<file path="src/hdl/heatmap_peak_finder_unit_defines.svh">
// assertion helpers used by the peak finder datapath
`ifndef HEATMAP_PEAK_FINDER_UNIT_DEFINES_SVH
`define HEATMAP_PEAK_FINDER_UNIT_DEFINES_SVH

// same-cycle implication, checked on every clock outside reset
`define HPF_ASSERT_IMP(lbl, ante, cons, msg) \
  lbl: assert property (@(posedge clk_i) disable iff (!rst_ni) (ante) |-> (cons)) \
    else $error(msg);

// next-cycle implication, checked on every clock outside reset
`define HPF_ASSERT_NEXT(lbl, ante, cons, msg) \
  lbl: assert property (@(posedge clk_i) disable iff (!rst_ni) (ante) |=> (cons)) \
    else $error(msg);

`endif

</file>
<file path="src/hdl/hpf_pkg.sv">
package hpf_pkg;

  // defaults for the top level parameters
  localparam int MAX_WIDTH_DEF   = 512;
  localparam int MAX_PEAKS_DEF   = 16;
  localparam int SAMPLE_BITS_DEF = 16;

  // fixed widths and limits
  localparam int HEIGHT_LIMIT = 512;
  localparam int ROW_W        = 9;
  localparam int POS_W        = 15;
  localparam int COUNT_W      = 5;
  localparam int CFG_IDX_W    = 2;
  localparam int CFG_DATA_W   = 16;
  localparam int THRESH_W     = 16;
  localparam int DIM_W        = 10;
  localparam int MIN_DIM      = 3;
  localparam int FRAC_BITS    = 6;
  localparam int ROUND_SHIFT  = FRAC_BITS + 1;

  localparam logic signed [THRESH_W-1:0] THRESH_RESET = 16'sd410;
  localparam logic [DIM_W-1:0]           DIM_RESET    = 10'd368;

  // result kinds
  localparam logic KIND_PEAK    = 1'b0;
  localparam logic KIND_SUMMARY = 1'b1;

  // configuration register indexes
  typedef enum logic [CFG_IDX_W-1:0] {
    REG_THRESHOLD  = 2'd0,
    REG_MAP_WIDTH  = 2'd1,
    REG_MAP_HEIGHT = 2'd2
  } hpf_reg_e;

  // controller states
  typedef enum logic [3:0] {
    S_CLEAR,
    S_IDLE,
    S_WIN,
    S_EVAL,
    S_DECIDE,
    S_DX_GO,
    S_DX_WAIT,
    S_DY_GO,
    S_DY_WAIT,
    S_PEAK_OUT,
    S_SUM_OUT
  } hpf_state_e;

  // controller to datapath
  typedef struct packed {
    logic clear;
    logic capture;
    logic shift;
    logic eval;
    logic div_start;
    logic div_sel_y;
    logic latch_x;
    logic latch_y;
    logic load_peak;
    logic load_sum;
  } hpf_cmd_t;

  // datapath to controller
  typedef struct packed {
    logic clear_done;
    logic peak;
    logic zero_den;
    logic end_of_map;
    logic div_done;
    logic out_free;
  } hpf_status_t;

endpackage

</file>
<file path="src/hdl/hpf_ctrl.sv">
module hpf_ctrl import hpf_pkg::*; (
  input  logic        clk_i,
  input  logic        rst_ni,
  input  logic        in_valid_i,
  output logic        in_ready_o,
  input  hpf_status_t st_i,
  output hpf_cmd_t    cmd_o
);
  hpf_state_e state_q, state_d;

  // state register
  always_ff @(posedge clk_i or negedge rst_ni) begin
    if (!rst_ni) begin
      state_q <= S_CLEAR;
    end else begin
      state_q <= state_d;
    end
  end

  // next state and commands
  always_comb begin
    state_d    = state_q;
    cmd_o      = '0;
    in_ready_o = 1'b0;
    case (state_q)
      S_CLEAR: begin
        cmd_o.clear = 1'b1;
        if (st_i.clear_done) state_d = S_IDLE;
      end
      S_IDLE: begin
        in_ready_o    = 1'b1;
        cmd_o.capture = in_valid_i;
        if (in_valid_i) state_d = S_WIN;
      end
      S_WIN: begin
        cmd_o.shift = 1'b1;
        state_d     = S_EVAL;
      end
      S_EVAL: begin
        cmd_o.eval = 1'b1;
        state_d    = S_DECIDE;
      end
      S_DECIDE: begin
        if (st_i.peak) begin
          state_d = st_i.zero_den ? S_PEAK_OUT : S_DX_GO;
        end else begin
          state_d = st_i.end_of_map ? S_SUM_OUT : S_IDLE;
        end
      end
      S_DX_GO: begin
        cmd_o.div_start = 1'b1;
        state_d         = S_DX_WAIT;
      end
      S_DX_WAIT: begin
        if (st_i.div_done) begin
          cmd_o.latch_x = 1'b1;
          state_d       = S_DY_GO;
        end
      end
      S_DY_GO: begin
        cmd_o.div_start = 1'b1;
        cmd_o.div_sel_y = 1'b1;
        state_d         = S_DY_WAIT;
      end
      S_DY_WAIT: begin
        if (st_i.div_done) begin
          cmd_o.latch_y = 1'b1;
          state_d       = S_PEAK_OUT;
        end
      end
      S_PEAK_OUT: begin
        if (st_i.out_free) begin
          cmd_o.load_peak = 1'b1;
          state_d         = st_i.end_of_map ? S_SUM_OUT : S_IDLE;
        end
      end
      S_SUM_OUT: begin
        if (st_i.out_free) begin
          cmd_o.load_sum = 1'b1;
          state_d        = S_IDLE;
        end
      end
      default: state_d = S_CLEAR;
    endcase
  end
endmodule

</file>
<file path="config.mk">
export PLATFORM = sky130hd
export DESIGN_NAME = hpf_ctrl
export DESIGN_NICKNAME = d
export VERILOG_FILES = /design/src/hdl/heatmap_peak_finder_unit_defines.svh /design/src/hdl/hpf_pkg.sv /design/src/hdl/hpf_ctrl.sv
export SDC_FILE = /design/constraint.sdc
export NUM_CORES = 1
export LEC_CHECK = 0
export BUFFER_PORTS_ARGS = -buffer_cell sky130_fd_sc_hd__buf_2
export CORE_AREA = 2 2 39 41
export CTS_CLUSTER_SIZE = 20
export DETAILED_ROUTE_END_ITERATION = 6
export DIE_AREA = 0 0 41 43
export GPL_ROUTABILITY_DRIVEN = 0
export MAX_ROUTING_LAYER = met4
export PLACE_DENSITY = 0.67
export RECOVER_POWER = 25
export SETUP_SLACK_MARGIN = 0.4
export SLEW_MARGIN = 15
export SYNTH_ARGS = -nofsm -noshare
export SYNTH_HDL_FRONTEND = slang
export SYNTH_SLANG_ARGS = --single-unit
</file>
<file path="constraint.sdc">
create_clock -name clk_i -period 2.1 [get_ports clk_i]
set_clock_uncertainty 0.05 [all_clocks]
set_input_delay 0.21 -clock clk_i [delete_from_list [all_inputs] [get_ports clk_i]]
set_output_delay 0.21 -clock clk_i [all_outputs]
set_load 0.02 [all_outputs]
</file>
======== Yosys cells after proc, flatten, opt, wreduce, memory -nomap -nowiden ========
Index checks and enable logic that the tools add are counted.
word-level totals
  register bits after elaboration ......... 4
  input port bits ......................... 9
  output and inout bits ................... 11
  word-level logic and storage cells ...... 43
operators by class
  equality and inequality tests ........... 16
  muxes and demuxes ....................... 23
  reduce and logical (&&, ||, !) cells .... 3
operators by type and width
  kind                                                                    count
  4-bit one-hot mux with 11 select lines                                  1
  4-bit two-way mux                                                       9
  4-bit by 3-bit equality test with 1-bit output (second input constant)  4
  1-bit two-way mux                                                       13
  4-bit equality test (second input constant)                             3
  2-bit inequality test (second input constant)                           6
  4-bit by 2-bit equality test with 1-bit output (second input constant)  2
  6-bit AND reduction                                                     1
  4-bit by 1-bit equality test with 1-bit output (second input constant)  1
  4-bit zero test                                                         1
  2-bit OR reduction                                                      1

======== Depth between registers and ports, before layout ========
  depth after elaboration ................. 3
  gate-level depth with buffers ........... 5
  depth with buffers taken out ............ 4

======== Worst setup path before layout ========
OpenSTA, ideal clock, no wires.
  path kind ............................... reg2reg
  from .................................... reg state_q[2]
  to ...................................... reg state_q[0]
  library setup time ...................... 120 ps
  data arrival time ....................... 1489 ps
  required time ........................... 1930 ps
  slack ................................... 441 ps
  cell stages (with the launch flop) ...... 5
  path buffers ............................ 0
  clock period less this slack ............ 1659 ps
  cell sequence ........................... dfrtp_1 nor4b_2 a32oi_2 o311a_2 a41o_1
between the ends
  cells in the longest elaborated chain, start to end .. 3
  elaborated cells on any way between the ends .. 19
  those cells by class .................... 16 x eq/ne; 1 x mux; 2 x reduce/logical
RTL lines
  what                                                                          RTL line        text
  start: declaration                                                            hpf_ctrl.sv:9   hpf_state_e state_q, state_d;
  start signal: assignment                                                      hpf_ctrl.sv:16  state_q <= state_d;
  4-bit by 3-bit equality test with 1-bit output, or another cell as far along  hpf_ctrl.sv:25  case (state_q)
  2-bit inequality test (no line)                                               -
  6-bit AND reduction (no line)                                                 -
Several ways; a longest one is shown, not always the timed one.
A chain may end at the register's enable or synchronous reset.

==> run_results.csv <==
group,metric,value,unit
pwr,power_density,1590,nW/um^2
setup_path,critPathBufInv,1,
clock_network,clk_pin_slew_worst_paths,40,ps
floorplanning,die_w,41,um
synthesis,synth_top_area_share,21.7,%
synthesis,synthTopCellsByArea,"dfrtp_1 22%, nand2_1 5.7%, nor2_1 5.7%",
pwr,ir_worst_vdd,497,uV
finish,fin_nets,97,
synthesis,synth.avg_cell_area,7.83,um^2
timing,fmax,613,MHz
setup_path,crit_fanout,11,
routing,wl_per_cell,13.4,um
setup_path,crit_arrival,1370,ps
finish,final_common_cell,"buf_2",
floorplanning,dieArea,1760,um^2
setup_path,path_cells,"nor2b_4 > nand2_1 > nor3_1 > buf_2",
floorplanning,start_util,33.4,%
grt,grt_overflow,0,
clock_network,cts_tree,"yes",
synthesis,synth_nets,68,
timing,setup_viol,0,
timing,min_period,1630,ps
grt,grt_max_degree,14,
finish,syn_to_final_growth,42.5,%
timing,fin_tns_setup,0,ps
placement,port_buffers,19,
setup_path,path_delay_family,"flip-flops",
synthesis,yosysSeqAreaShare,21.7,%
timing,worstMarginPinSlew,247,ps
finish,drive_above_1_share,46.5,%
clock_network,cts.sinks,4,
finish,largest_register_ffs,4,
setup_path,start_kind,"flip-flop",
setup_path,critPathKind,"reg2out",
synthesis,yosysTopAreaCell,"dfrtp_1",
routing,viasPerCell,5.37,
clock_network,clockRootBuffer,"clkbuf_4",
timing,finalMaxSlewViolations,0,
finish,final_cell_mix,"18 x buf_2, 8 x buf_4, 7 x nand2_1, 7 x nor2_1",
setup_path,rrSetupSlack,480,ps
pwr,p_leak,0.330,nW
grt,grt_pass1_vias,438,
placement,dpl.cell_count,90,
clock_network,h-tree-depth,1,
timing,min_period_over_period,77.7,%
routing,postRouteAntennaNets,0,
routing,num_vias,548,
clock_network,cts_buffers,3,
timing,rsz0062_at_grt,"true",
routing,dr.pass1.iters,4,
hold_path,hp-class,"in2reg",
floorplanning,die_h,43,um
finish,layout.cells.non_filler,102,
setup_path,cp.required,1840,ps
placement,hpwl,871,um
finish,top_regs,"state_q (4)",
floorplanning,core,1380,um^2
setup_path,cpMaxStageDelayCell,"dfrtp_2",
synthesis,yosysUniqueCellTypes,31,
timing,finalHoldViolCount,0,
synthesis,syn_area,462,um^2
timing,max_slew_margin,83.6,%
flow_run,cap_viol_max_count,0,
grt,grt_pass1_wl,1930,um
setup_path,cp-end-kind,"output pin",
clock_network,cts.path.max_buffers,2,
synthesis,synth_cells,59,
routing,drt_iter0_markers,20,
floorplanning,fp-row-count,14,
grt,grt_antenna_before_repair,0,
finish,regMostFlops,"state_q",
run_status,status,"complete, no violations",
synthesis,yosys_warnings,0,
synthesis,ys_seq_elements,4,
grt,track_usage,16.7,%
routing,drc_errors,0,
finish,antenna_cells,0,
floorplanning,io_pins,20,
clock_network,clk_latency,240,ps
routing,finalWirelength,1360,um
setup_path,cpPeakStageDelay,500,ps
## per-stage QoR
stage	total power [mW]	hold WS (ps)	utilization [%]	instance area, um^2	worst slack (ps)
final	1.04	225	47.6	658	468
after global routing	1.12	248	47.6	658	352
after CTS	0.910	210	42.9	594	402
after detailed placement	0.775	-29.5	39.4	546	432
after global placement	0.772	-35.1	39.4	546	477
after floorplan	0.681	-136	-	462	441
## layout make-up
cell class                      count  area [um^2]
Fill cell                         139          726
Multi-Input combinational cell     46          328
Timing Repair Buffer               28          164
Sequential cell                     4          105
Clock buffer                        3         22.5
Tap cell                           16         20.0
Inverter                            5         18.8
## power by group
part	internal (mW)	leakage, nW	switching [mW]
Combinational	0.330	0.272	0.365
Sequential	0.124	0.0449	0.125
Clock	0.0642	0.0138	0.0353
## worst register-to-register path, stage by stage, from the launching register on
cell     delay, ps
dfrtp_2        480
nor4b_4        170
buf_4          140
a32oi_2        230
o311a_2        270
mux2i_1        200
## Yosys cell counts, drive strengths merged
| cell | number |
|---|---|
| nor4 | 1 |
| nand4bb | 1 |
| and3 | 1 |
| o31ai | 2 |
| a41o | 1 |
| a32oi | 1 |
| nor2 | 7 |
| a22oi | 1 |
| mux2i | 2 |
| inv | 5 |
| nand2b | 2 |
| a21oi | 2 |
| nand2 | 8 |
| a21o | 1 |
| o311a | 2 |
| xor2 | 2 |
| nor3b | 1 |
| o21ai | 2 |
| nor3 | 4 |
| buf | 4 |
| nor2b | 2 |
| dfrtp | 4 |
| and2 | 1 |
| nor4b | 1 |
| a211oi | 1 |
## per-layer routing
layer / routed length, um / GRT usage [%]
met1: 566 / 22.1
met2: 633 / 22.2
met3: 112 / 1.57
met4: 52 / 13.3
met5: 0 / -
## final timing paths
check                             end  cells past startpoint       start
setup / recovery             cmd_o[1]                      4  state_q[3]
hold / removal             state_q[2]                      3     st_i[3]
setup reg to reg           state_q[3]                      5  state_q[0]
hold reg to reg            state_q[2]                      1  state_q[3]
max in group asynchronous  state_q[2]                      2      rst_ni
min in group asynchronous  state_q[0]                      2      rst_ni
## kinds of logic after synthesis
kind of cell,Yosys count,synth area share [%]
muxes,2,4.34
AOI/OAI and AO/OA,13,22.8
and+or+nand+nor,29,36.6
DFF,4,21.7
xor gates and xnor gates,2,3.79
buffers and inverters,9,10.8
## repair_timing
action / CTS / global route
resized for setup: 6 / 1
cloned: 0 / 0
setup buffers: 0 / 8
hold buffers: 1 / 0
hold endpoints to repair: 4 / 0
pin swaps: 1 / 1
endpoints found under the setup margin: 6 / 4
Power figures use the tool's default switching activity.
